<file path="src/rtl/assert_macros.svh">
// Assertion macros shared by the ray/box slab test RTL.
// No dependencies; included by modules that carry assertions.
`ifndef ASSERT_MACROS_SVH
`define ASSERT_MACROS_SVH
`ifndef SYNTH
`define RBST_ASSERT(lbl, clk, rst_n, prop) \
    lbl: assert property (@(posedge clk) disable iff (!rst_n) (prop)) \
        else $error("assertion failed");
`define RBST_ASSERT_NEXT(lbl, clk, rst_n, ante, cons) \
    lbl: assert property (@(posedge clk) disable iff (!rst_n) (ante) |=> (cons)) \
        else $error("assertion failed");
`else
`define RBST_ASSERT(lbl, clk, rst_n, prop)
`define RBST_ASSERT_NEXT(lbl, clk, rst_n, ante, cons)
`endif
`endif

</file>
<file path="src/rtl/rbst_pkg.sv">
// Shared types, constants and helpers for the ray/box slab test.
// No dependencies.
package rbst_pkg;

    localparam int Q_W        = 32;
    localparam int FRAC_W     = 16;
    localparam int DIFF_W     = Q_W + 1;
    localparam int NUM_W      = DIFF_W + FRAC_W;
    localparam int DIV_STAGES = Q_W;
    localparam int AXES       = 3;
    localparam int FIFO_DEPTH = 4;
    localparam int CFG_IDX_W  = 3;

    localparam logic signed [Q_W-1:0] Q_MAX = 32'sh7fff_ffff;
    localparam logic signed [Q_W-1:0] Q_MIN = 32'sh8000_0000;

    typedef enum logic [CFG_IDX_W-1:0] {
        REG_BOX_MIN_X = 3'd0,
        REG_BOX_MIN_Y = 3'd1,
        REG_BOX_MIN_Z = 3'd2,
        REG_BOX_MAX_X = 3'd3,
        REG_BOX_MAX_Y = 3'd4,
        REG_BOX_MAX_Z = 3'd5
    } t_reg_idx;

    typedef struct packed {
        logic dzero;
        logic in_slab;
        logic below;
        logic neg_lo;
        logic neg_hi;
    } t_axis_flags;

    typedef struct packed {
        logic [DIFF_W-1:0] mag_lo;
        logic [DIFF_W-1:0] mag_hi;
        logic [Q_W-1:0]    mag_den;
        t_axis_flags       flags;
    } t_axis_work;

    typedef t_axis_work  [AXES-1:0] t_work;
    typedef t_axis_flags [AXES-1:0] t_flags;
    typedef logic signed [AXES-1:0][Q_W-1:0] t_vec;

    // signed, saturated quotient from magnitude, overflow flag and sign
    function automatic logic signed [Q_W-1:0] sat_quot(input logic [Q_W-1:0] q,
                                                       input logic ovf,
                                                       input logic neg);
        logic signed [Q_W-1:0] res;
        if (!neg) begin
            res = (ovf || q[Q_W-1]) ? Q_MAX : $signed(q);
        end else begin
            res = (ovf || (q[Q_W-1] && (|q[Q_W-2:0]))) ? Q_MIN : -$signed(q);
        end
        return res;
    endfunction

endpackage

</file>
<file path="src/rtl/rbst_fifo.sv">
// Short request queue between front and back end.
// Depends on rbst_pkg and assert_macros.svh.
`include "assert_macros.svh"
module rbst_fifo #(
    parameter int DEPTH = rbst_pkg::FIFO_DEPTH  // 2 or more
) (
    input  logic            i_clk,
    input  logic            i_rst_n,
    input  logic            i_push,
    input  rbst_pkg::t_work i_data,
    output logic            o_full,
    input  logic            i_pop,
    output rbst_pkg::t_work o_data,
    output logic            o_empty
);

    localparam int PTR_W = $clog2(DEPTH);
    localparam int CNT_W = $clog2(DEPTH + 1);

    rbst_pkg::t_work  r_mem [DEPTH];
    logic [PTR_W-1:0] r_wp;
    logic [PTR_W-1:0] r_rp;
    logic [CNT_W-1:0] r_cnt;

    assign o_full  = (r_cnt == CNT_W'(DEPTH));
    assign o_empty = (r_cnt == '0);
    assign o_data  = r_mem[r_rp];

    always_ff @(posedge i_clk) begin
        if (!i_rst_n) begin
            r_wp  <= '0;
            r_rp  <= '0;
            r_cnt <= '0;
        end else begin
            if (i_push) begin
                r_wp <= (r_wp == PTR_W'(DEPTH - 1)) ? '0 : r_wp + 1'b1;
            end
            if (i_pop) begin
                r_rp <= (r_rp == PTR_W'(DEPTH - 1)) ? '0 : r_rp + 1'b1;
            end
            if (i_push && !i_pop) begin
                r_cnt <= r_cnt + 1'b1;
            end else if (i_pop && !i_push) begin
                r_cnt <= r_cnt - 1'b1;
            end
        end
    end

    always_ff @(posedge i_clk) begin
        if (i_push) begin
            r_mem[r_wp] <= i_data;
        end
    end

    `RBST_ASSERT(a_cnt_bound, i_clk, i_rst_n, r_cnt <= CNT_W'(DEPTH))
    `RBST_ASSERT(a_no_overrun, i_clk, i_rst_n, !(i_push && o_full))
    `RBST_ASSERT(a_no_underrun, i_clk, i_rst_n, !(i_pop && o_empty))

endmodule

</file>
<file path="config.mk">
export PLATFORM = sky130hd
export DESIGN_NAME = rbst_fifo
export DESIGN_NICKNAME = d
export VERILOG_FILES = /design/src/rtl/rbst_pkg.sv /design/src/rtl/rbst_fifo.sv
export VERILOG_INCLUDE_DIRS = /design/src /design/src/rtl
export SDC_FILE = /design/constraint.sdc
export NUM_CORES = 1
export LEC_CHECK = 0
export BUFFER_PORTS_ARGS = -buffer_cell sky130_fd_sc_hd__buf_4
export CAP_MARGIN = 20
export CORE_MARGIN = 1.5
export CORE_UTILIZATION = 57
export CTS_CLUSTER_SIZE = 10
export DETAILED_ROUTE_END_ITERATION = 10
export PLACE_DENSITY = 0.83
export SLEW_MARGIN = 20
export SYNTH_ARGS = -nofsm -noshare
export SYNTH_HDL_FRONTEND = slang
export SYNTH_SLANG_ARGS = --single-unit
</file>
<file path="constraint.sdc">
create_clock -name i_clk -period 10.2 [get_ports i_clk]
set_input_delay 0.51 -clock i_clk [delete_from_list [all_inputs] [get_ports i_clk]]
set_output_delay 0.51 -clock i_clk [all_outputs]
set_load 0.005 [all_outputs]
</file>
# Word-level counts from Yosys, hierarchy flattened
# Memories as Yosys holds them, arrays and structs flattened. A register that Yosys moved wholly into a read port is not among the register bits.
# Index checks and enable logic that the tools add are counted.
# word_totals
mem_count	1
inputBits	313
ramBits	1236
rom_bits	0
regBits	7
latchBits	0
wordCells	25
output_inout_bits	311
# mem_list
name	depth	width	read_ports	rd_ports_with_merged_regs	write_ports	line_no	rtl
r_mem	4	309	1	1	1	rbst_fifo.sv:20	rbst_pkg::t_work r_mem [DEPTH];
# classes
shift	0
eq_ne	3
mux	8
reduce_logical	6
n_lt_le_gt_ge	0
mul	0
n_div	0
bitwise	0
addsub	4
# ops
op	n
2-bit 2-to-1 mux	4
3-bit 2-to-1 mux	2
2-bit by 1-bit adder with 2-bit output (second input constant)	2
2-bit == test (second input constant)	2
3-bit by 1-bit adder with 3-bit output (second input constant)	1
3-bit == test (second input constant)	1
3-bit zero test	1
3-bit by 1-bit subtractor with 3-bit output (second input constant)	1
1-bit logical AND	2
1-bit zero test	2
1-bit 2-to-1 mux	2
2-bit nonzero test	1

# Longest topological paths before layout
# depth
ltp_word	4
mapped_depth	7
mapped_depth_nobuf	7

# Worst setup path after synthesis
# OpenSTA, ideal clock, no wires.
# synth_path
kind	reg-to-reg
from	register r_wp[0]
to	memory r_mem[0][0] (netlist name) (enable)
setup_ns	0.709
setup_slack_ns	1.960
required_time_ns	9.491
path_buffers	0
t_arrival_ns	7.531
path_stages_with_launch	4
period_less_slack_ns	8.240
path_cell_list	dfxtp_1 -> inv_1 -> ha_1 -> and2_1
# synth_lines
item	line_no	rtl
start: declaration	rbst_fifo.sv:21	logic [PTR_W-1:0] r_wp;
start signal: assignment	rbst_fifo.sv:36	r_wp <= (r_wp == PTR_W'(DEPTH - 1)) ? '0 : r_wp + 1'b1;
end: declaration	rbst_fifo.sv:20	
# Straight into the memory's write port.

==> flow_metrics.tcl <==
set metrics [dict create \
    gr-total-overflow 0 \
    final_cell_mix "edfxtp_1, buf_4, mux4_2, dlygate4sd3_1, clkbuf_16" \
    synth_compound_gate_area_share_pct 0.04454 \
    path_max_fanout 49 \
    required_ns 9.69 \
    avgSynthCellArea_um2 27.11 \
    clk_pin_slew_ns 0.05 \
    layout.core_utilization_pct 74.60 \
    hp-class "primary input to register" \
    final-setup-viol-count 0 \
    die_area_um2 80550 \
    dp_worst_setup_slack_ns 6.217 \
    layout_min_cycle_time_ns 4.601 \
    global_route.usage.total_pct 30.17 \
    setup_tns_ns 0 \
    place_hpwl_um 58200 \
    place.port_buffers 623 \
    fin_ws_ns 5.599 \
    vdd_ir_drop_max_mv 0.2150 \
    clock_buffer_count_from_cts 144 \
    number_of_nets_in_the_synthesized_netlist 1978 \
    floorplan.die.height_um 283.8 \
    grt_max_degree 141 \
    count_of_vias_placed_by_the_detailed_router 23270 \
    cts_max_path_buffers 3 \
    placed_area_um2 50750 \
    cts_tree "yes" \
    first_iter_violations 2395 \
    drive_above_1_share_pct 41.20 \
    drtAntennaViolNets 0 \
    slew_violations 0 \
    area.growth.synth_to_final_pct 29.00 \
    power_leakage_nw 19.65 \
    grt_pass1_vias 25250 \
    wire_per_inst_um 31.84 \
    multiplexer_fraction_of_the_synthesized_cell_area_pct 15.57 \
    power_density_nw_per_um2 203.7 \
    gp_congestion 0.7966 \
    hold_viol 0 \
    boundaryPins 624 \
    netlist_instances 1658 \
    finalNetCount 3008 \
    worst_setup_path_start_kind "register" \
    slew_headroom_pct 27.83 \
    most_common_library_cell_in_the_layout_ignoring_fill_and_taps "edfxtp_1" \
    timing.critical_path.to_type "output port" \
    finalCritPeriodShare_pct 45.11 \
    initial_core_util_pct 57.84 \
    syn_area_um2 44950 \
    grt_antenna_before_repair 13 \
    rows 102 \
    finalInstanceArea_um2 57980 \
    cts_sinks 1245 \
    synth_sequential_area_ratio_pct 82.97 \
    synth-seq-cells 1245 \
    vias_per_cell 6.161 \
    grt_first_pass_wirelength_um 173700 \
    post_cts_resized 0 \
    placeableCoreArea_um2 77720 \
    synth_top_family_by_area "multiplexers" \
    drc 0 \
    max_freq_ghz 0.2173 \
    outcome "finished clean" \
    yosysWarningCount 0 \
    netlist-cell-type-count 23 \
    synth-adder-area-share_pct 0.2115 \
    ctsRootBufferMaster "clkbuf_16" \
    yosys.area_share.xor_xnor_pct 0.03897 \
    critPathArrivalTime_ns 4.09 \
    h-tree-depth 4 \
    first_pass_iters 6 \
    worst_skew_pair.late_latency_ns 0.75 \
    finalWirelength_um 120200 \
    die_width_um 283.8 \
    path_class "register to output port" \
    timing.hold.ws_ns 0.07863 \
    yosys.area_share.simple_pct 0.2004 \
    fin_skew_ns 0.04397 \
    slew_at_the_pin_closest_to_its_max_slew_limit_ns 1.083 \
    max_cap_viol_count 0 \
    grt_setup_unrepaired "false" \
]
[cell usage after synthesis]
cell type | count | share of area, %
buf_1 | 17 | 0.14
and2_1 | 5 | 0.070
xnor2_1 | 1 | 0.019
nor3b_1 | 1 | 0.017
buf_6 | 11 | 0.28
or3_1 | 1 | 0.014
xor2_1 | 1 | 0.019
a21boi_0 | 1 | 0.017
inv_1 | 4 | 0.033
o21ai_0 | 1 | 0.011
nor2b_1 | 5 | 0.070
mux4_2 | 309 | 15
ha_1 | 6 | 0.17
nor2_1 | 1 | 0.0083
mux2i_1 | 4 | 0.089
nor3_1 | 2 | 0.022
fa_1 | 1 | 0.045
edfxtp_1 | 1236 | 83
buf_2 | 22 | 0.24
dfxtp_1 | 9 | 0.40
buf_4 | 13 | 0.22
o21a_1 | 1 | 0.017
clkbuf_1 | 6 | 0.050
[repair_timing]
| item | 4_1_cts | 5_1_grt |
|---|---|---|
| endpoints found under the hold margin | 1236 | 0 |
| setup buffers | 0 | 0 |
| hold buffers | 309 | 0 |
| setup endpoints to repair | 0 | 0 |
[cell families (layout without fill, tap and decap cells)]
family                   after synthesis  in the layout
flip-flops                          1245           1245
buffers and inverters                 73           1138
XOR/XNOR                               2              2
adder cells (fa/ha/maj)                7              7
other                                  0             13
AND/OR/NAND/NOR                       15             15
multiplexers                         313            313
AO/OA/AOI/OAI                          3              3
[path summary, 6_finish.rpt]
check / slack, ns / startpoint / end / cells after the start
min: 0.08 / i_rst_n / r_cnt[0] / 2
max reg2reg: 6.42 / r_wp[0] / r_mem[2][222] / 5
min reg2reg: 0.58 / r_cnt[2] / r_cnt[2] / 2
max: 5.60 / register / o_data[156] / 4
[power breakdown]
group | switching (mW) | internal, mW
combinational | 0.556 | 0.598
sequential | 0.0908 | 5.88
clock | 2.04 | 2.65
[layer usage]
metal / vias up / GRT usage (%) / wire length [µm]
li1: 9241 / - / -
met1: 12120 / 34.25 / 38770
met2: 1577 / 52.92 / 64710
met3: 325 / 8.320 / 10860
met4: 6 / 14.39 / 5872
met5: - / 0 / 34
[worst max-delay path: stages, from the launching register on]
cell     delay (ns)
dfxtp_4        0.73
buf_4          0.76
buf_4          0.87
mux4_2         0.66
buf_4          0.17
[through the flow]
stage | power [mW] | instances
floorplan | 6.542 | 1658
global placement | 6.996 | 3273
detailed placement | 7.045 | 3273
CTS | 11.72 | 3763
global route | 12.10 | 3771
finish | 11.81 | 3776
[flip-flops by register name, summed over array words and instances (netlist names), named ones only]
register  count
r_wp          2
r_mem      1236
r_rp          2
r_cnt         3
[final cells by class]
class                   instances  area [µm²]
repair buffers                953        7990
clock buffers                 162        3714
multi-input cells             340        7232
fillers                      3742       19740
flip-flops and latches       1245       37300
clock inverters                19       396.6
inverters                       4       15.01
diodes                         13       32.53
well taps                    1040        1301
Power figures use the tool's default switching activity.
