$ cat config.mk
export PLATFORM = sky130hd
export DESIGN_NAME = rbst_front
export DESIGN_NICKNAME = d
export VERILOG_FILES = /design/src/rtl/assert_macros.svh /design/src/rtl/rbst_pkg.sv /design/src/rtl/rbst_front.sv
export SDC_FILE = /design/constraint.sdc
export NUM_CORES = 1
export LEC_CHECK = 0
export ABC_AREA = 0
export BUFFER_PORTS_ARGS = -buffer_cell sky130_fd_sc_hd__buf_2
export CORE_AREA = 2 2 269 271
export CTS_BUF_LIST = sky130_fd_sc_hd__clkbuf_4 sky130_fd_sc_hd__clkbuf_8
export DETAILED_ROUTE_END_ITERATION = 8
export DIE_AREA = 0 0 271 273
export PLACE_DENSITY = 0.61
export SYNTH_ARGS = -nofsm -noshare
export SYNTH_HDL_FRONTEND = slang
export SYNTH_SLANG_ARGS = --single-unit
$ cat constraint.sdc
create_clock -name i_clk -period 24.9 [get_ports i_clk]
set_input_delay 3.735 -clock i_clk [delete_from_list [all_inputs] [get_ports i_clk]]
set_output_delay 3.735 -clock i_clk [all_outputs]
set_load 0.005 [all_outputs]
$ cat src/rtl/assert_macros.svh
// Assertion macros shared by the ray/box slab test RTL.
// No dependencies; included by modules that carry assertions.
`ifndef ASSERT_MACROS_SVH
`define ASSERT_MACROS_SVH
`ifndef SYNTH
`define RBST_ASSERT(lbl, clk, rst_n, prop) \
    lbl: assert property (@(posedge clk) disable iff (!rst_n) (prop)) \
        else $error("assertion failed");
`define RBST_ASSERT_NEXT(lbl, clk, rst_n, ante, cons) \
    lbl: assert property (@(posedge clk) disable iff (!rst_n) (ante) |=> (cons)) \
        else $error("assertion failed");
`else
`define RBST_ASSERT(lbl, clk, rst_n, prop)
`define RBST_ASSERT_NEXT(lbl, clk, rst_n, ante, cons)
`endif
`endif

$ cat src/rtl/rbst_pkg.sv
// Shared types, constants and helpers for the ray/box slab test.
// No dependencies.
package rbst_pkg;

    localparam int Q_W        = 32;
    localparam int FRAC_W     = 16;
    localparam int DIFF_W     = Q_W + 1;
    localparam int NUM_W      = DIFF_W + FRAC_W;
    localparam int DIV_STAGES = Q_W;
    localparam int AXES       = 3;
    localparam int FIFO_DEPTH = 4;
    localparam int CFG_IDX_W  = 3;

    localparam logic signed [Q_W-1:0] Q_MAX = 32'sh7fff_ffff;
    localparam logic signed [Q_W-1:0] Q_MIN = 32'sh8000_0000;

    typedef enum logic [CFG_IDX_W-1:0] {
        REG_BOX_MIN_X = 3'd0,
        REG_BOX_MIN_Y = 3'd1,
        REG_BOX_MIN_Z = 3'd2,
        REG_BOX_MAX_X = 3'd3,
        REG_BOX_MAX_Y = 3'd4,
        REG_BOX_MAX_Z = 3'd5
    } t_reg_idx;

    typedef struct packed {
        logic dzero;
        logic in_slab;
        logic below;
        logic neg_lo;
        logic neg_hi;
    } t_axis_flags;

    typedef struct packed {
        logic [DIFF_W-1:0] mag_lo;
        logic [DIFF_W-1:0] mag_hi;
        logic [Q_W-1:0]    mag_den;
        t_axis_flags       flags;
    } t_axis_work;

    typedef t_axis_work  [AXES-1:0] t_work;
    typedef t_axis_flags [AXES-1:0] t_flags;
    typedef logic signed [AXES-1:0][Q_W-1:0] t_vec;

    // signed, saturated quotient from magnitude, overflow flag and sign
    function automatic logic signed [Q_W-1:0] sat_quot(input logic [Q_W-1:0] q,
                                                       input logic ovf,
                                                       input logic neg);
        logic signed [Q_W-1:0] res;
        if (!neg) begin
            res = (ovf || q[Q_W-1]) ? Q_MAX : $signed(q);
        end else begin
            res = (ovf || (q[Q_W-1] && (|q[Q_W-2:0]))) ? Q_MIN : -$signed(q);
        end
        return res;
    endfunction

endpackage

$ cat src/rtl/rbst_front.sv
// Front end: takes a ray request, forms slab differences and classifies axes.
// Depends on rbst_pkg.
module rbst_front (
    input  logic                i_clk,
    input  logic                i_rst_n,
    input  logic                i_push,
    output logic                o_full,
    input  rbst_pkg::t_vec      i_origin,
    input  rbst_pkg::t_vec      i_dir,
    input  rbst_pkg::t_vec      i_box_min,
    input  rbst_pkg::t_vec      i_box_max,
    input  logic                i_q_full,
    output logic                o_q_push,
    output rbst_pkg::t_work     o_work
);

    logic            r_vld;
    rbst_pkg::t_work r_work;
    rbst_pkg::t_work n_work;
    logic            accept;

    always_comb begin
        logic signed [rbst_pkg::DIFF_W-1:0] dlo [rbst_pkg::AXES];
        logic signed [rbst_pkg::DIFF_W-1:0] dhi [rbst_pkg::AXES];
        for (int a = 0; a < rbst_pkg::AXES; a++) begin
            dlo[a] = $signed({i_box_min[a][rbst_pkg::Q_W-1], i_box_min[a]})
                   - $signed({i_origin[a][rbst_pkg::Q_W-1], i_origin[a]});
            dhi[a] = $signed({i_box_max[a][rbst_pkg::Q_W-1], i_box_max[a]})
                   - $signed({i_origin[a][rbst_pkg::Q_W-1], i_origin[a]});
            n_work[a].mag_lo  = dlo[a][rbst_pkg::DIFF_W-1] ? -dlo[a] : dlo[a];
            n_work[a].mag_hi  = dhi[a][rbst_pkg::DIFF_W-1] ? -dhi[a] : dhi[a];
            n_work[a].mag_den = i_dir[a][rbst_pkg::Q_W-1] ? -i_dir[a] : i_dir[a];
            n_work[a].flags.dzero   = (i_dir[a] == '0);
            n_work[a].flags.in_slab = ($signed(i_box_min[a]) <= $signed(i_origin[a]))
                                    && ($signed(i_origin[a]) <= $signed(i_box_max[a]));
            n_work[a].flags.below   = ($signed(i_origin[a]) < $signed(i_box_min[a]));
            n_work[a].flags.neg_lo = dlo[a][rbst_pkg::DIFF_W-1] ^ i_dir[a][rbst_pkg::Q_W-1];
            n_work[a].flags.neg_hi = dhi[a][rbst_pkg::DIFF_W-1] ^ i_dir[a][rbst_pkg::Q_W-1];
        end
    end

    assign o_full   = r_vld && i_q_full;
    assign accept   = i_push && !o_full;
    assign o_q_push = r_vld && !i_q_full;
    assign o_work   = r_work;

    always_ff @(posedge i_clk) begin
        if (!i_rst_n) begin
            r_vld <= 1'b0;
        end else if (accept) begin
            r_vld <= 1'b1;
        end else if (o_q_push) begin
            r_vld <= 1'b0;
        end
    end

    always_ff @(posedge i_clk) begin
        if (accept) begin
            r_work <= n_work;
        end
    end

endmodule

## After elaboration in Yosys (flattened, before gate mapping)

Index checks and enable logic that the tools add are counted.
Widths: inputs -> output; s select.

| storage, ports and cells | value |
|---|---|
| flip-flop bits (word level) | 310 |
| latch bits | 0 |
| memory bits (writable) | 0 |
| bits in read-only memories | 0 |
| bits of input ports | 388 |
| output and inout bits | 311 |
| memories kept | 0 |

| cells by class | value |
|---|---|
| add/sub/neg operators | 15 |
| multiply operators | 0 |
| div/mod/pow operators | 0 |
| magnitude comparators | 9 |
| eq/ne operators | 0 |
| shifts and indexed selects | 0 |
| muxes and demuxes | 11 |
| bitwise logic cells | 6 |
| reduce and logical (&&, ||, !) cells | 12 |

Operators by type and width:

| operator | count |
|---|---|
| $neg 33->33 | 6 |
| $sub 32x32->33 | 6 |
| $le 32x32->1 | 6 |
| $mux 32 | 6 |
| $logic_not 32->1 | 3 |
| $lt 32x32->1 | 3 |
| $neg 32->32 | 3 |
| $mux 31 | 3 |
| $logic_and 1x1->1 | 6 |
| $xor 1x1->1 | 6 |
| $logic_not 1->1 | 2 |
| $mux 1 | 2 |
| $reduce_bool 2->1 | 1 |

## Depth between registers and ports, before layout

Gate-level depths: netlist (run 1).

| depth | value |
|---|---|
| depth in word-level cells | 4 |
| mapped depth | 15 |
| mapped depth without buffers | 13 |

## Worst setup path before layout (run 1)

Ideal clock, no wire load.

| path | value |
|---|---|
| path kind | input to register |
| start point | input i_q_full |
| end point | register r_work (netlist bit o_work[0]), enable pin |
| setup time | 1022 ps |
| arrival time | 17538 ps |
| data required time | 23878 ps |
| slack | 6339 ps |
| stages | 2 |
| path buffers | 0 |
| cells stage by stage | and2_1 -> nor2b_1 |

| between the ends | value |
|---|---|
| cells in the longest elaborated chain, start to end | 3 |

Ends and longest elaborated chain:

| element | line | source |
|---|---|---|
| start, declared | rbst_front.sv:12 | `input logic i_q_full,` |
| $logic_and 1x1->1 | rbst_front.sv:42 | `assign o_full = r_vld && i_q_full;` |
| $logic_not 1->1 | rbst_front.sv:43 | `assign accept = i_push && !o_full;` |
| $logic_and 1x1->1 | rbst_front.sv:43 |  |
| via accept | rbst_front.sv:20 | `logic accept;` |
| end signal, assigned | rbst_front.sv:59 | `r_work <= n_work;` |
| end, declared | rbst_front.sv:18 | `rbst_pkg::t_work r_work;` |

The timed path passes the listed nets, and every way through them passes these cells.
A chain may end at the register's enable or synchronous reset.

## Worst setup path after layout (run 1)

| path | value |
|---|---|
| start point | input i_q_full |
| end point | output o_full |

| between the ends | value |
|---|---|
| cells in the longest elaborated chain, start to end | 1 |

Ends and longest elaborated chain:

| element | line | source |
|---|---|---|
| $logic_and 1x1->1 | rbst_front.sv:42 |  |
| end, declared | rbst_front.sv:7 | `output logic o_full,` |

No other way between the ends.

==> results of run 1 <==
-- per-layer routing --
metal  up-vias  part of all wire  routed length, um  global-route usage
met2       965              0.47              47700               0.431
met4         4             0.031               3170              0.0861
met3       179             0.070               7090              0.0503
li1      13300                 -                  -                   -
met1     12800              0.43              43300               0.337
met5         -           0.00029                 29                   0
-- layout make-up --
cell class,instances,area (um^2)
well taps,950,1190
clock buffers,68,861
fillers,7002,37200
flip-flops and latches,310,9300
clock inverters,36,262
inverters,180,676
multi-input cells,2603,17900
repair buffers,709,3580
diodes,11,27.5
-- registers in the layout, indices dropped and copies added (netlist names) --
name,cells
r_vld,1
o_work,309
-- metrics by stage --
stage / utilization / cell area, um^2
2_1_floorplan: - / 28200
5_1_grt: 0.475 / 33700
4_1_cts: 0.475 / 33700
6_report: 0.475 / 33700
3_5_place_dp: 0.459 / 32600
3_3_place_gp: 0.459 / 32600
-- power groups by stage --
stage / Sequential [mW] / Combinational [mW] / Clock (mW)
detailed placement: 0.727 / 0.761 / 0
CTS: 0.719 / 0.765 / 0.516
floorplan: 0.743 / 0.481 / 0
finish: 0.719 / 0.769 / 0.498
global route: 0.724 / 0.845 / 0.538
global placement: 0.729 / 0.757 / 0
-- kinds of logic after synthesis --
group,Yosys count,synth area share
compound gates,993,0.230
simple gates,990,0.179
xor+xnor,386,0.120
flops,310,0.330
buf+inv,276,0.0371
fa+ha+maj,213,0.0961
mux,21,0.00768
-- worst min-delay path, delay by kind of cell (launching register included) --
| kind | cells | cell delay (ns) |
|---|---|---|
| and+or+nand+nor | 1 | 0.20 |
| AOI/OAI and AO/OA | 1 | 0.12 |
| DFF | 1 | 0.32 |
-- cell usage in the layout, fill, tap and decap left out, types with 15 or more instances in the layout --
master,n
sky130_fd_sc_hd__xor2_1,116
sky130_fd_sc_hd__nand2b_1,32
sky130_fd_sc_hd__a21o_1,84
sky130_fd_sc_hd__buf_2,698
sky130_fd_sc_hd__nor2b_1,32
sky130_fd_sc_hd__clkbuf_8,56
sky130_fd_sc_hd__ha_1,207
sky130_fd_sc_hd__o211ai_1,30
sky130_fd_sc_hd__clkinv_1,16
sky130_fd_sc_hd__mux2i_1,16
sky130_fd_sc_hd__nand2_1,277
sky130_fd_sc_hd__or3_1,52
sky130_fd_sc_hd__o21a_1,42
sky130_fd_sc_hd__o41ai_1,18
sky130_fd_sc_hd__nor2_1,213
sky130_fd_sc_hd__nand4_1,33
sky130_fd_sc_hd__a21oi_1,256
sky130_fd_sc_hd__o21ai_0,212
sky130_fd_sc_hd__o21bai_1,29
sky130_fd_sc_hd__inv_1,180
sky130_fd_sc_hd__nand3_1,60
sky130_fd_sc_hd__or4_1,27
sky130_fd_sc_hd__a211oi_1,43
sky130_fd_sc_hd__a31oi_1,44
sky130_fd_sc_hd__xnor2_1,270
sky130_fd_sc_hd__and3_1,33
sky130_fd_sc_hd__and2_1,36
sky130_fd_sc_hd__nor3_1,79
sky130_fd_sc_hd__o31ai_1,54
sky130_fd_sc_hd__edfxtp_1,309
sky130_fd_sc_hd__nor4_1,34
sky130_fd_sc_hd__o211a_1,15
sky130_fd_sc_hd__or2_2,17
-- worst paths after layout --
check | endpoint | slack (ns)
max | o_full | 17.00
min reg2reg | r_vld$_SDFFE_PN0P_ | 0.68
min | r_vld$_SDFFE_PN0P_ | 0.68
max reg2reg | o_work[2]$_DFFE_PP_ | 21.36
==> reports/metrics.yaml, run 1 <==
routed_via_density: 5.59
r2r.worst_path.cells: 5
grt.total_usage: 0.259
drt.antenna.violating_nets: 0
path_class: "primary input to primary output"
die_h_um: 273
cp.arrival_ns: 4.17
fp-row-count: 98
grt_start_max_net_pins: 71
setup-tns-final_ns: 0
maxCapViolations: 0
post-route-worst-setup-slack_ns: 17.00
power.net_switching_mw: 0.729
crit_fanout: 3
power.ir.vdd_worst_v: 0.0000442
finalHoldWorstSlack_ns: 0.678
fin_cells: 4867
critical_path.endpoint_type: "primary output"
hpwlAfterDp_um: 83400
final_net_count: 4461
tritoncts: "done"
crit_required_ns: 21.16
yosys.area.top_type_share: 0.329
io_pins: 699
place_worst_setup_slack_ns: 16.78
flow.area_growth_from_synthesis_pct: 19.7
ctsHtreeMaxLevel: 2
cts_sinks: 310
cts.hold.buffers_added: 0
worst_pin_slew_ns: 1.15
crit_cells: 3
clk_transition_reported_paths_ns: 0.06
drt_first_iter_violations: 2096
dpl.cell_count: 4752
timing.critical_path.slowest_cell_delay_ns: 0.19
synth.top_cells.by_count: "309 x sky130_fd_sc_hd__edfxtp_1, 277 x sky130_fd_sc_hd__nand2_1, 270 x sky130_fd_sc_hd__xnor2_1, 256 x sky130_fd_sc_hd__a21oi_1"
root_buffer: "sky130_fd_sc_hd__clkbuf_8"
power.switching_fraction: 0.367
seq_area_frac_synth: 0.330
drt_wl_total_um: 101000
final.setup_skew_ns: 0.0177
wire_length_of_the_first_global_routing_pass_um: 149000
grt_pass1_vias: 25400
yosys.cell_count.top_type: "sky130_fd_sc_hd__edfxtp_1"
die_area_um2: 74000
outcome: "finished, final reports clean"
number_of_cells_upsized_or_downsized_after_cts: 0
syn_nets: 3790
wire_per_inst_um: 20.8
report.final.slew_viol_count: 0
post-cts-setup-buffers: 0
cp_num_buf_inv: 2
fmaxAchievable_mhz: 127
timing.hold.worst_path_depth: 2
fin_crit_ns: 7.90
post-layout-total-power_mw: 1.99
flop_pwr_share: 0.362
min_period_over_period: 0.317
min_delay_startpoint: "r_vld$_SDFFE_PN0P_"
count_of_mapped_cells_out_of_synthesis: 3189
grt_setup_unrepaired: "false"
flops_latches_synth: 310
route.vias.total: 27200
count_of_input_and_output_buffers: 698
cts_made_buffers: 56
netlist_area_um2: 28200
clock_latency_ns: 0.65
cts_max_path_buffers: 3
place_congestion: 0.948
critical_path.most_common_cell: "sky130_fd_sc_hd__buf_2"
antenna_found_initial: 13
synthesis.area_per_instance_um2: 8.84
cellInternalPower_mw: 1.26
cp_slowest_cell: "sky130_fd_sc_hd__and2_1"
placeableCoreArea_um2: 71000
route.detailed.drc: 0
combPwrFrac: 0.387
cell_family_with_most_cp_delay: "buffers and inverters"
powerDensity_nw_per_um2: 58.8
postSynth.asyncResetShare: 0
startpoint_of_the_most_critical_setup_path: "i_q_full"
dominantRegCellSynth: "sky130_fd_sc_hd__edfxtp_1"
power_frac_clock: 0.251
gr-total-overflow: 0
floorplan.initialDensity: 0.397
path_cells: "buf_2, and2_1, buf_2"
yosys-top-cells-area: "sky130_fd_sc_hd__edfxtp_1 33%, sky130_fd_sc_hd__ha_1 9.2%, sky130_fd_sc_hd__xnor2_1 8.4%"
floorplan.die.width_um: 271
hold_class: "register to register"
regToRegStartpoint: "r_vld$_SDFFE_PN0P_"
max_slew_margin: 0.224
leakagePower_nw: 14.2
ys_types: 95
final-setup-viol-count: 0
start_kind: "primary input"
ys.warnings.count: 0
drt_first_pass_iters: 5
report.final.hold_viol_count: 0
final_layout_size_suffix_gt1_frac: 0.219
post-synth-top-area-cell: "sky130_fd_sc_hd__edfxtp_1"
post_synth_edffs: 309
Note: power is estimated with default switching activity, not from simulation.
==> run 2: changes to the inputs <==
--- a/config.mk
+++ b/config.mk
@@ -5,12 +5,11 @@
 export SDC_FILE = /design/constraint.sdc
 export NUM_CORES = 1
 export LEC_CHECK = 0
-export ABC_AREA = 0
+export ABC_AREA = 1
 export BUFFER_PORTS_ARGS = -buffer_cell sky130_fd_sc_hd__buf_2
-export CORE_AREA = 2 2 269 271
+export CORE_UTILIZATION = 40
 export CTS_BUF_LIST = sky130_fd_sc_hd__clkbuf_4 sky130_fd_sc_hd__clkbuf_8
 export DETAILED_ROUTE_END_ITERATION = 8
-export DIE_AREA = 0 0 271 273
 export PLACE_DENSITY = 0.61
 export SYNTH_ARGS = -nofsm -noshare
 export SYNTH_HDL_FRONTEND = slang
==> constraint.sdc (replaced) <==
create_clock -name i_clk -period 7.62 [get_ports i_clk]
set_input_delay 1.143 -clock i_clk [delete_from_list [all_inputs] [get_ports i_clk]]
set_output_delay 1.143 -clock i_clk [all_outputs]
set_load 0.005 [all_outputs]
==> run 2 against run 1 <==
Clock skew up 0.023 ns. Final area increased by 16%. Synthesized cell count is 64% higher. Critical path type is now primary input to register. Via count rose by 31%.
==> reports/metrics.yaml, run 2 <==
fin_crit_ns: 3.97
syn_nets: 5816  # was 3790
final-setup-viol-count: 0  # unchanged
post-layout-total-power_mw: 7.12  # was 1.99 mW
crit_required_ns: 8.08  # was 21.16 ns
cts_made_buffers: 59  # was 56
cts.hold.buffers_added: 0  # unchanged
die_h_um: 289  # was 273 um
route.detailed.drc: 0  # unchanged
fin_cells: 7064  # was 4867
ff2ff_setup_slack_ns: 5.68  # was 21.36 ns
drt_first_pass_iters: 6  # was 5
number_of_cells_upsized_or_downsized_after_cts: 0  # unchanged
gr-total-overflow: 0  # unchanged
count_of_input_and_output_buffers: 698  # unchanged
report.final.slew_viol_count: 0  # unchanged
dominantRegCellSynth: "sky130_fd_sc_hd__edfxtp_1"  # unchanged
r2r_end: "o_work[193]$_DFFE_PP_"  # was o_work[2]$_DFFE_PP_
cts_sinks: 310  # unchanged
start_kind: "primary input"  # unchanged
grt_setup_unrepaired: "false"  # unchanged
placeableCoreArea_um2: 81100  # was 71000 um^2
floorplan.initialDensity: 0.407  # was 0.397
root_buffer: "sky130_fd_sc_hd__clkbuf_8"  # unchanged
worst_pin_slew_ns: 0.877  # was 1.15 ns
cp.arrival_ns: 4.44  # was 4.17 ns
antenna_found_initial: 12  # was 13
floorplan.die.width_um: 289  # was 271 um
powerDensity_nw_per_um2: 183  # was 58.8 nW/um^2
place_congestion: 1.02  # was 0.948
place_worst_setup_slack_ns: 3.07  # was 16.78 ns
max_slew_margin: 0.415  # was 0.224
min_period_over_period: 0.521
final_cell_mix: "1888 x sky130_fd_sc_hd__nand2_1, 928 x sky130_fd_sc_hd__inv_1, 698 x sky130_fd_sc_hd__buf_2"  # was 698 x sky130_fd_sc_hd__buf_2, 309 x sky130_fd_sc_hd__edfxtp_1, 277 x sky130_fd_sc_hd__nand2_1
min_delay_startpoint: "r_vld$_SDFFE_PN0P_"  # unchanged
cts_max_path_buffers: 3  # unchanged
final_net_count: 6548  # was 4461
fp-row-count: 104  # was 98
leakagePower_nw: 21.1  # was 14.2 nW
grt_start_max_net_pins: 147  # was 71
number_of_flip_flops_in_the_largest_register: 309  # unchanged
route.vias.total: 35600  # was 27200
drt.antenna.violating_nets: 0  # unchanged
critical_path.endpoint_type: "register"  # was primary output
tritoncts: "done"  # unchanged
timing.hold.worst_endpoint: "r_vld$_SDFFE_PN0P_"  # unchanged
hpwlAfterDp_um: 111000  # was 83400 um
io_pins: 699  # unchanged
busiest_layer: "met2"  # unchanged
post_synth_edffs: 309  # unchanged
ys.warnings.count: 0  # unchanged
yosys.area.top_type_share: 0.281  # was 0.329
synth.top_cells.by_count: "1888 x sky130_fd_sc_hd__nand2_1, 928 x sky130_fd_sc_hd__inv_1, 538 x sky130_fd_sc_hd__nor2_1, 340 x sky130_fd_sc_hd__nand3_1, 309 x sky130_fd_sc_hd__edfxtp_1"  # was 309 x sky130_fd_sc_hd__edfxtp_1, 277 x sky130_fd_sc_hd__nand2_1, 270 x sky130_fd_sc_hd__xnor2_1, 256 x sky130_fd_sc_hd__a21oi_1
post-cts-setup-buffers: 0  # unchanged
most_frequent_standard_cell_in_the_layout_excluding_fill_and_tap_cells: "sky130_fd_sc_hd__nand2_1"  # was sky130_fd_sc_hd__buf_2
ys_types: 51  # was 95
maxCapViolations: 0  # unchanged
clk_transition_reported_paths_ns: 0.06  # about the same
final.setup_skew_ns: 0.0409  # was 0.0177 ns
crit_fanout: 18  # was 3
path_class: "primary input to register"  # was primary input to primary output
globalRouteMet3Util: 0.0465  # was 0.0503
grt_pass1_vias: 32900  # was 25400
yosys.cell_count.top_type: "sky130_fd_sc_hd__nand2_1"  # was sky130_fd_sc_hd__edfxtp_1
synthesis.area_per_instance_um2: 6.33  # was 8.84 um^2
post-route-worst-setup-slack_ns: 3.65  # was 17.00 ns
power.ir.vdd_worst_v: 0.000179  # was 0.0000442 V
dpl.cell_count: 6946  # was 4752
die_area_um2: 83600  # was 74000 um^2
setup-tns-final_ns: 0  # unchanged
netlist_area_um2: 33000  # was 28200 um^2
fmaxAchievable_mhz: 252
flops_latches_synth: 310  # unchanged
outcome: "finished, final reports clean"  # unchanged
wire_per_inst_um: 18.5  # was 20.8 um
seq_area_frac_synth: 0.282  # was 0.330
drt_wl_total_um: 130000  # was 101000 um
report.final.hold_viol_count: 0  # unchanged
postSynth.asyncResetShare: 0  # unchanged
globalRouteMet2Util: 0.488  # was 0.431
drt_first_iter_violations: 2450  # was 2096
r2r.worst_path.cells: 4  # was 5
yosys-top-cells-area: "sky130_fd_sc_hd__edfxtp_1 28%, sky130_fd_sc_hd__nand2_1 21%, sky130_fd_sc_hd__inv_1 11%"  # was sky130_fd_sc_hd__edfxtp_1 33%, sky130_fd_sc_hd__ha_1 9.2%, sky130_fd_sc_hd__xnor2_1 8.4%
timing.hold.worst_path_depth: 2  # unchanged
routed_via_density: 5.04  # was 5.59
global_route.usage.met1: 0.381  # was 0.337
grt.total_usage: 0.299  # was 0.259
final_layout_size_suffix_gt1_frac: 0.157  # was 0.219
ctsHtreeMaxLevel: 2  # unchanged
count_of_mapped_cells_out_of_synthesis: 5215  # was 3189
hold_class: "register to register"  # unchanged
post-synth-top-area-cell: "sky130_fd_sc_hd__edfxtp_1"  # unchanged
flow.area_growth_from_synthesis_pct: 18.1  # was 19.7%
wire_length_of_the_first_global_routing_pass_um: 190000  # was 149000 um
clock_latency_ns: 0.71  # was 0.65 ns
regToRegStartpoint: "r_vld$_SDFFE_PN0P_"  # unchanged
run 2: cell count changes in the layout (fill, tap and decap cells not counted), moves of 117 or more:
cell	delta
sky130_fd_sc_hd__inv_1	+748
sky130_fd_sc_hd__nand2_1	+1611
sky130_fd_sc_hd__nand3_1	+280
sky130_fd_sc_hd__nor2_1	+324
sky130_fd_sc_hd__o21ai_0	-117
sky130_fd_sc_hd__xnor2_1	-199
run 2: worst max-delay path by stage:
stage,endpoint,start,depth (start not counted),slack [ns]
after detailed placement,o_work[269]$_DFFE_PP_,i_origin[64],19,3.07
after floorplan,o_work[0]$_DFFE_PP_,i_q_full,3,1.36
after global routing,o_work[269]$_DFFE_PP_,i_origin[64],19,3.50
after global placement,o_work[295]$_DFFE_PP_,i_box_min[64],20,3.11
after CTS,o_work[269]$_DFFE_PP_,i_origin[64],19,3.84
final,o_work[295]$_DFFE_PP_,i_origin[85],15,3.65
run 2: final cells by class:
type	count	area (um^2)
multi-input cells	3926	19900
clock buffers	67	872
flip-flops and latches	310	9300
inverters	947	3550
repair buffers	703	3560
fillers	8713	42100
well taps	1060	1330
diodes	11	27.5
clock inverters	40	418
run 2: critical path, stage by stage:
cell and delay (ns):
sky130_fd_sc_hd__buf_2 0.09, sky130_fd_sc_hd__inv_1 0.31, sky130_fd_sc_hd__ha_1 0.38, sky130_fd_sc_hd__a21oi_1 0.24
sky130_fd_sc_hd__o21ai_0 0.17, sky130_fd_sc_hd__a21oi_1 0.35, sky130_fd_sc_hd__nor2_1 0.07, sky130_fd_sc_hd__nor2_1 0.15
sky130_fd_sc_hd__nand3_1 0.08, sky130_fd_sc_hd__nand2_1 0.56, sky130_fd_sc_hd__buf_4 0.36, sky130_fd_sc_hd__inv_2 0.14
sky130_fd_sc_hd__a21oi_1 0.16, sky130_fd_sc_hd__xor2_1 0.16, sky130_fd_sc_hd__inv_1 0.05
run 2: power by group:
group / total, mW / switching (mW) / internal (mW)
Combinational: 2.92 / 1.96 / 0.966
Clock: 1.87 / 0.828 / 1.04
Sequential: 2.33 / 0.0897 / 2.24
Total: 7.12 / 2.88 / 4.24
run 2: cell families after synthesis:
logic type / count (synthesis) / synth area share
AO/OA/AOI/OAI: 359 / 0.0606
AND/OR/NAND/NOR: 3121 / 0.398
buffers and inverters: 979 / 0.114
XOR/XNOR: 233 / 0.0629
flip-flops: 310 / 0.282
adder cells (fa/ha/maj): 213 / 0.0821
run 2: routing by layer:
metal | wire length, um | vias to the layer above
met1 | 55400 | 16200
met5 | 23 | -
met2 | 59600 | 1240
met4 | 6930 | 4
met3 | 8530 | 264
li1 | - | 17900
run 2: metrics by stage:
stage	utilization	cell area, um^2	hold slack, ns
2_1_floorplan	-	33000	0.463
3_3_place_gp	0.465	37700	0.488
3_5_place_dp	0.465	37700	0.493
4_1_cts	0.481	39000	0.503
5_1_grt	0.481	39000	0.537
6_report	0.481	39000	0.500
